### config.mk
export PLATFORM = sky130hd
export DESIGN_NAME = d2q9_pipe_ctrl
export DESIGN_NICKNAME = d
export VERILOG_FILES = /design/src/design/d2q9_pkg.sv /design/src/design/d2q9_pipe_ctrl.sv
export SDC_FILE = /design/constraint.sdc
export NUM_CORES = 1
export LEC_CHECK = 0
export ABC_AREA = 1
export BUFFER_PORTS_ARGS = -buffer_cell sky130_fd_sc_hd__buf_2
export CAP_MARGIN = 0
export CORE_AREA = 2 2 39 41
export CTS_CLUSTER_DIAMETER = 120
export CTS_CLUSTER_SIZE = 16
export DETAILED_ROUTE_END_ITERATION = 8
export DIE_AREA = 0 0 41 43
export SLEW_MARGIN = 30
export SYNTH_ARGS = -nofsm -noshare
export SYNTH_HDL_FRONTEND = slang
export SYNTH_SLANG_ARGS = --single-unit
### constraint.sdc
create_clock -name aclk -period 1.55 [get_ports aclk]
set_clock_uncertainty 0.15 [all_clocks]
set_input_delay 0.155 -clock aclk [delete_from_list [all_inputs] [get_ports aclk]]
set_output_delay 0.155 -clock aclk [all_outputs]
set_load 0.1 [all_outputs]
### src/design/d2q9_pkg.sv
// Shared types, fixed-point constants and saturating arithmetic for the
// D2Q9 BGK collision pipeline. No dependencies.
`default_nettype none

package d2q9_pkg;

    localparam int DATA_W      = 32;
    localparam int FRAC_BITS   = 24;
    localparam int DENS_W      = 31;
    localparam int RATE_W      = 26;
    localparam int NUM_DIR     = 9;
    localparam int PIPE_STAGES = 8;
    localparam int PROD_W      = 2 * DATA_W;
    localparam int QUO_W       = PROD_W - FRAC_BITS;

    typedef logic signed [DATA_W-1:0] word_t;
    typedef logic [RATE_W-1:0]        rate_t;
    typedef logic [DENS_W-1:0]        dens_t;
    typedef word_t                    dir_arr_t [NUM_DIR];

    // Direction indices, in the order of the distribution ports.
    localparam int DIR_REST       = 0;
    localparam int DIR_EAST       = 1;
    localparam int DIR_NORTH      = 2;
    localparam int DIR_WEST       = 3;
    localparam int DIR_SOUTH      = 4;
    localparam int DIR_NORTHEAST  = 5;
    localparam int DIR_NORTHWEST  = 6;
    localparam int DIR_SOUTHWEST  = 7;
    localparam int DIR_SOUTHEAST  = 8;
    localparam int DIR_FIRST_DIAG = DIR_NORTHEAST;

    localparam word_t WMAX = {1'b0, {(DATA_W-1){1'b1}}};
    localparam word_t WMIN = {1'b1, {(DATA_W-1){1'b0}}};

    localparam longint ONE_L = 64'sd1 << FRAC_BITS;

    localparam word_t C_ONE       = word_t'(ONE_L);
    localparam word_t C_HALF      = word_t'(ONE_L / 2);
    localparam word_t C_THREE     = word_t'(3 * ONE_L);
    localparam word_t C_THREEHALF = word_t'((3 * ONE_L) / 2);

    // Lattice weights 4/9, 1/9 and 1/36, rounded to nearest.
    localparam word_t W_REST = word_t'((4 * ONE_L * 2 + 9) / 18);
    localparam word_t W_AXIS = word_t'((ONE_L * 2 + 9) / 18);
    localparam word_t W_DIAG = word_t'((ONE_L * 2 + 36) / 72);

    localparam rate_t RELAX_RESET = rate_t'(ONE_L);

    function automatic word_t sadd(input word_t a, input word_t b);
        logic [DATA_W:0] sum;
        sum = {a[DATA_W-1], a} + {b[DATA_W-1], b};
        if (sum[DATA_W] != sum[DATA_W-1]) begin
            return sum[DATA_W] ? WMIN : WMAX;
        end
        return word_t'(sum[DATA_W-1:0]);
    endfunction

    function automatic word_t sneg(input word_t a);
        return (a == WMIN) ? WMAX : word_t'(-a);
    endfunction

    // Subtraction goes through negation, so subtracting the most negative
    // value adds the most positive one.
    function automatic word_t ssub(input word_t a, input word_t b);
        return sadd(a, sneg(b));
    endfunction

    // Full product, arithmetic shift (floor), then clamp to the word range.
    function automatic word_t smul(input word_t a, input word_t b);
        logic signed [PROD_W-1:0] prod;
        logic [QUO_W-1:0]         quo;
        prod = PROD_W'(a) * PROD_W'(b);
        quo  = prod[PROD_W-1:FRAC_BITS];
        if (!quo[QUO_W-1] && (|quo[QUO_W-2:DATA_W-1])) begin
            return WMAX;
        end
        if (quo[QUO_W-1] && !(&quo[QUO_W-2:DATA_W-1])) begin
            return WMIN;
        end
        return word_t'(quo[DATA_W-1:0]);
    endfunction

endpackage

`default_nettype wire

### src/design/d2q9_pipe_ctrl.sv
// Valid and ready control for the collision pipeline: one valid bit per
// stage, bubbles collapse, and each stage loads only when it can move.
// Depends on d2q9_pkg.
`default_nettype none

module d2q9_pipe_ctrl (
    input  logic                               aclk,
    input  logic                               aresetn,
    input  logic                               s_valid,
    output logic                               s_ready,
    output logic                               m_valid,
    input  logic                               m_ready,
    output logic [d2q9_pkg::PIPE_STAGES-1:0]   stage_load
);
    import d2q9_pkg::*;

    logic [PIPE_STAGES-1:0] valid_reg;
    logic [PIPE_STAGES-1:0] valid_next;
    logic [PIPE_STAGES:0]   stage_rdy;
    logic [PIPE_STAGES-1:0] upstream_valid;

    assign upstream_valid = {valid_reg[PIPE_STAGES-2:0], s_valid};

    // A stage may load when it is empty or its contents move on this cycle.
    always_comb begin
        stage_rdy[PIPE_STAGES] = m_ready;
        for (int k = PIPE_STAGES - 1; k >= 0; k--) begin
            stage_rdy[k] = !valid_reg[k] || stage_rdy[k+1];
        end
        for (int k = 0; k < PIPE_STAGES; k++) begin
            valid_next[k] = stage_rdy[k] ? upstream_valid[k] : valid_reg[k];
        end
    end

    always_ff @(posedge aclk) begin
        if (!aresetn) begin
            valid_reg <= '0;
        end else begin
            valid_reg <= valid_next;
        end
    end

    assign stage_load = stage_rdy[PIPE_STAGES-1:0];
    assign s_ready    = stage_rdy[0];
    assign m_valid    = valid_reg[PIPE_STAGES-1];

`ifndef ASSERT_OFF
    // Items in flight change only by the transactions on the two channels.
    a_occupancy: assert property (@(posedge aclk) disable iff (!aresetn)
        $past(aresetn) |->
            $countones(valid_reg) == $past($countones(valid_reg))
                + int'($past(s_valid && s_ready)) - int'($past(m_valid && m_ready)))
        else $error("pipeline occupancy does not match transactions");

    a_empty_front_ready: assert property (@(posedge aclk) disable iff (!aresetn)
        !valid_reg[0] |-> s_ready)
        else $error("empty first stage refused an input transaction");

    a_full_stall: assert property (@(posedge aclk) disable iff (!aresetn)
        (&valid_reg && !m_ready) |-> !s_ready)
        else $error("full stalled pipeline accepted an input transaction");

    a_accept_lands: assert property (@(posedge aclk) disable iff (!aresetn)
        (s_valid && s_ready) |=> valid_reg[0])
        else $error("accepted input transaction lost at first stage");
`endif

endmodule

`default_nettype wire

==> flow_summary.json, run 1 <==
{
  "grt_max_degree": 9,
  "syn-cell-area_sq_um": 331.6,
  "synth_fa_ha_area_share_pct": 0,
  "drt-total-wl_um": 725,
  "gr-total-overflow": 0,
  "largest_register_ffs": 8,
  "synth_simple_gate_area_share_pct": 25.28,
  "instances_no_fill": 78,
  "ctsLongestPathBuffers": 2,
  "num_vias": 321,
  "maxCapViolations": 0,
  "cp.required_ns": 1.24,
  "synth_compound_area_share_pct": 11.70,
  "diodes": 0,
  "placed_cells": 69,
  "status": "complete, but fails checks",
  "via_per_inst": 4.115,
  "grt_antenna_before_repair": 0,
  "placed_cell_area_sq_um": 486.7,
  "p_per_area_nw_per_um2": 656.2,
  "p_leak_nw": 0.2909,
  "regArea_sq_um": 166.4,
  "switching_share_pct": 22.42,
  "post-place-ws_ns": -0.03230,
  "drc": 0,
  "clkLatencyLatePin_ns": 0.26,
  "cts_sinks": 8,
  "core-area_sq_um": 1384,
  "crit_type": "flip-flop to primary output",
  "reg2reg_from": "valid_reg[6]",
  "portBuffers": 13,
  "ys_seq_elements": 8,
  "fmax_mhz": 615.8,
  "maxSlewViolCount": 0,
  "start_kind": "flip-flop",
  "post_drt_wl_per_cell_um": 9.295,
  "rows": 14,
  "seq_power_share_pct": 52.3,
  "synth_top_family_by_area": "simple AND/OR/NAND/NOR gates",
  "finalPower_mw": 0.4072,
  "grt_first_pass_wirelength_um": 1255,
  "min_period_ns": 1.624,
  "grt_usage_pct": 10.90,
  "fp.dieW_um": 41,
  "p_clk_share_pct": 43.0,
  "min_from": "aresetn",
  "failed_checks": "negative setup slack",
  "holdPathStages": 3,
  "r2r_cells": 7,
  "h-tree-depth": 1,
  "relSlewSlack_pct": 67.87,
  "multi_input_area_sq_um": 136.4,
  "drive_gt1_share_pct": 58.06,
  "dr.first_iter.drc_count": 0,
  "syn_nets": 41,
  "netlist-cell-type-count": 13,
  "yosysSeqAreaShare_pct": 48.30,
  "crit_fanout": 3,
  "hold_violations": 0,
  "die_y_um": 43,
  "power.share.combinational_pct": 4.8,
  "endpoint_kind": "primary output",
  "fin_area_sq_um": 620.6,
  "avgSynthCellArea_sq_um": 8.961,
  "n_fill_cell": 137,
  "cts_buffers": 3,
  "ir_drop_uv": 604.9,
  "period_share_pct": 104.8,
  "die-area_sq_um": 1763,
  "io-pin-count": 14,
  "setup-violations-final": 5,
  "ant_nets": 0,
  "hold_slack_ns": 0.09700,
  "syn2layout_area_growth_pct": 87.17,
  "setup_ws_ns": -0.07379,
  "clkTransAtPathRegs_ns": 0.06,
  "synth_mux_area_share_pct": 0,
  "layout_commonest_cell": "inv_1",
  "synth_xor_xnor_area_share_pct": 0,
  "hold_path_end": "valid_reg[3]",
  "yosys_warnings": 0,
  "cts_root_buf": "clkbuf_4",
  "syn-instance-count": 37,
  "rsz0062_at_grt": "yes",
  "grt_pass1_vias": 310,
  "hp-class": "input pin to flip-flop",
  "arrival_ns": 1.32,
  "hpwl_um": 503.6,
  "nets": 67,
  "final_cell_mix": "inv_1 (9), buf_4 (7), a21oi_1 (6)",
  "p_int_mw": 0.3159,
  "power.switching_mw": 0.09129,
  "worst_pin_slew_ns": 0.4852,
  "dr.pass1.iters": 1,
  "initial_utilization_pct": 23.96,
  "gp_congestion": 0.6869,
  "r2r_end": "valid_reg[0]",
  "r2r_slack_ns": 0.10,
  "cts_tree": "done"
}
## layout make-up
type	count	share of cell area [%]
clock buffers	4	4.234
inverters	11	7.056
multi-input cells	17	21.98
repair buffers	22	36.69
flip-flops and latches	8	26.81
well taps	16	3.226
## cells in the mapped netlist
library cell / instances / area (sq um)
nor3_4: 1 / 16.27
nor2_1: 3 / 11.26
nand4_4: 1 / 21.27
a21oi_1: 6 / 30.03
nand3_1: 1 / 5.000
nand4_2: 1 / 12.51
nand3_2: 1 / 10.01
buf_4: 1 / 7.510
inv_1: 9 / 33.78
a21oi_2: 1 / 8.760
nand2_1: 2 / 7.510
inv_2: 2 / 7.510
dfxtp_1: 8 / 160.2
## routing by layer
layer | share of wire (%) | vias to the layer above | wire (um) | GRT usage, %
met2 | 45 | 12 | 325 | 13.13
li1 | - | 164 | - | -
met4 | 0 | 0 | 0 | 2.000
met5 | 0 | - | 0 | 0
met1 | 45 | 145 | 328 | 14.71
met3 | 9.8 | 0 | 71 | 9.424
## logic make-up after synthesis
group,count (synthesis)
and+or+nand+nor,10
AOI/OAI and AO/OA,7
DFF,8
buffers and inverters,12
## worst max-delay path: stages, from the launching register on
cell,delay [ns]
dfxtp_2,0.35
nand4_4,0.11
nor3_4,0.15
buf_6,0.13
nand4_4,0.11
buf_12,0.20
## how the worst max path moves through the flow
stage / depth (start not counted) / start / end
after floorplan: 4 / valid_reg[7] / stage_load[0]
after global placement: 4 / valid_reg[5] / s_ready
after detailed placement: 4 / valid_reg[5] / stage_load[0]
after CTS: 5 / valid_reg[5] / stage_load[0]
after global routing: 5 / valid_reg[7] / stage_load[0]
final: 5 / valid_reg[6] / stage_load[0]
## per-stage QoR
stage | TNS, ns | utilization, %
2_1_floorplan | -7.400 | -
3_3_place_gp | -0.001971 | 35.17
3_5_place_dp | -0.06983 | 35.17
4_1_cts | -0.1813 | 43.76
5_1_grt | -0.6301 | 44.85
6_report | -0.2073 | 44.85
## power groups by stage
stage                     Combinational (mW)  Sequential (mW)  Clock (mW)
after CTS                             0.0196            0.213       0.183
after global routing                  0.0219            0.213       0.201
after detailed placement              0.0176            0.217           0
after global placement                0.0173            0.217           0
after floorplan                      0.00947            0.217           0
final                                 0.0194            0.213       0.175
## what timing repair did
| action | 4_1_cts | 5_1_grt |
|---|---|---|
| buffers inserted | 2 | 2 |
| gates cloned | 0 | 0 |
| endpoints found under the setup margin | 6 | 6 |
| hold endpoints to repair | 1 | 0 |
| pin swaps | 2 | 0 |
| gates resized for setup | 21 | 0 |
| hold buffers | 1 | 0 |
Note: power is estimated with default switching activity, not from simulation.
==> run 2: changes to the inputs <==
--- a/config.mk
+++ b/config.mk
@@ -13,6 +13,7 @@
 export CTS_CLUSTER_SIZE = 16
 export DETAILED_ROUTE_END_ITERATION = 8
 export DIE_AREA = 0 0 41 43
+export PLACE_DENSITY = 0.51
 export SLEW_MARGIN = 30
 export SYNTH_ARGS = -nofsm -noshare
 export SYNTH_HDL_FRONTEND = slang
==> flow_summary.json, run 2 (synthesis results as in run 1) <==
{
  "status": "complete, but fails checks",
  "failed_checks": "negative setup slack",
  "via_per_inst": 4.065,
  "fmax_mhz": 617.6,
  "crit_path_start": "valid_reg[5]",
  "rsz0062_at_grt": "yes",
  "grt_antenna_before_repair": 0,
  "endpoint_kind": "primary output",
  "hpwl_um": 531.3,
  "initial_utilization_pct": 23.96,
  "grt_first_pass_wirelength_um": 1159,
  "final_cell_mix": "inv_1 (8), a21oi_1 (6), buf_12 (6), buf_4 (6), dfxtp_1 (5)",
  "grt_max_degree": 9,
  "syn2layout_area_growth_pct": 93.21,
  "reg2reg_from": "valid_reg[5]",
  "period_share_pct": 104.5,
  "grt_usage_pct": 10.69,
  "drive_gt1_share_pct": 59.02,
  "r2r_cells": 7,
  "start_kind": "flip-flop",
  "layout_commonest_cell": "inv_1",
  "crit_type": "flip-flop to primary output",
  "maxSlewViolCount": 0,
  "fp.dieW_um": 41,
  "cts_sinks": 8,
  "diodes": 0,
  "placed_cell_area_sq_um": 501.7,
  "relSlewSlack_pct": 67.98,
  "ir_drop_uv": 322.3,
  "clkTransAtPathRegs_ns": 0.06,
  "power.switching_mw": 0.09106,
  "n_fill_cell": 150,
  "ctsLongestPathBuffers": 2,
  "gr-total-overflow": 0,
  "drt-total-wl_um": 702,
  "setup_ws_ns": -0.06926,
  "dr.first_iter.drc_count": 4,
  "rows": 14,
  "cts_tree": "done",
  "nets": 66,
  "maxCapViolations": 0,
  "die-area_sq_um": 1763,
  "ant_nets": 0,
  "p_leak_nw": 0.3006,
  "min_period_ns": 1.619,
  "die_y_um": 43,
  "num_vias": 313,
  "cts_buffers": 3,
  "cp.required_ns": 1.24,
  "hp-class": "input pin to flip-flop",
  "portBuffers": 13,
  "dr.pass1.iters": 4,
  "io-pin-count": 14,
  "power.share.combinational_pct": 4.7,
  "crit_end": "stage_load[0]",
  "arrival_ns": 1.31,
  "core-area_sq_um": 1384,
  "h-tree-depth": 1,
  "largest_register_ffs": 8,
  "p_clk_share_pct": 43.0,
  "p_int_mw": 0.3160,
  "switching_share_pct": 22.37,
  "gp_congestion": 0.6628,
  "fin_area_sq_um": 640.6,
  "p_per_area_nw_per_um2": 635.3,
  "drc": 0,
  "post_drt_wl_per_cell_um": 9.117,
  "grt_pass1_vias": 273,
  "clkLatencyLatePin_ns": 0.25,
  "cts_root_buf": "clkbuf_4",
  "crit_fanout": 5,
  "r2r_end": "valid_reg[0]",
  "post-place-ws_ns": -0.02525,
  "r2r_slack_ns": 0.10,
  "worst_pin_slew_ns": 0.4836,
  "setup-violations-final": 4,
  "seq_power_share_pct": 52.3,
  "hold_violations": 0
}
## run 2: cell types whose count changed in the layout (fill, tap and decap cells not counted), sizes merged
cell,delta
buf,-1
## run 2: through the flow
step                util, %  total power [mW]  setup TNS, ns  hold slack [ns]  instances
floorplan                 -            0.2266         -7.400           0.1493         37
global placement      36.26            0.2346       -0.02866           0.2550         69
detailed placement    36.26            0.2349       -0.05791           0.2600         69
CTS                   45.39            0.4122        -0.2303           0.1057         76
global route          46.29            0.4272        -0.4748           0.1110         77
finish                46.29            0.4070        -0.1815          0.09495         77
## run 2: worst min-delay path by stage
stage | startpoint | cells after the start | slack [ns] | end
CTS | aresetn | 3 | 0.11 | valid_reg[3]
detailed placement | s_valid | 3 | 0.26 | valid_reg[0]
global placement | s_valid | 3 | 0.26 | valid_reg[0]
global route | aresetn | 3 | 0.11 | valid_reg[3]
finish | aresetn | 3 | 0.09 | valid_reg[3]
floorplan | s_valid | 2 | 0.15 | valid_reg[0]
## run 2: area by class of cell
cell class | count | area [sq um] | area share, %
Sequential cell | 8 | 166.4 | 25.98
Inverter | 11 | 43.79 | 6.836
Timing Repair Buffer | 21 | 247.7 | 38.67
Clock buffer | 4 | 26.28 | 4.102
Tap cell | 16 | 20.02 | 3.125
Multi-Input combinational cell | 17 | 136.4 | 21.29
## run 2: power by group through the flow
stage,combinational (mW),sequential [mW],clock (mW)
final,0.0192,0.213,0.175
after global routing,0.0218,0.213,0.192
after CTS,0.0196,0.213,0.180
after detailed placement,0.0176,0.217,0
after global placement,0.0174,0.217,0
after floorplan,0.00947,0.217,0
## run 2: timing repair
action | in CTS | in global routing
setup endpoints to repair | 6 | 6
hold buffers | 1 | 0
hold endpoints to repair | 1 | 0
gates resized for setup | 24 | 1
pin swaps | 3 | 0
setup buffers | 2 | 1
## run 2: layer usage
layer	share of wire [%]	global-route usage [%]	routed length, um	up-vias
met3	6.1	4.712	43	0
met1	44	12.70	310	142
met2	50	13.44	349	8
li1	-	-	-	163
met4	0	10.00	0	0
met5	0	0	0	-
## run 2: worst max-delay path: stages (launching register included)
cell	delay (ns)
dfxtp_2	0.35
nand4_4	0.12
nor3_4	0.13
buf_6	0.15
nand4_4	0.12
buf_12	0.20
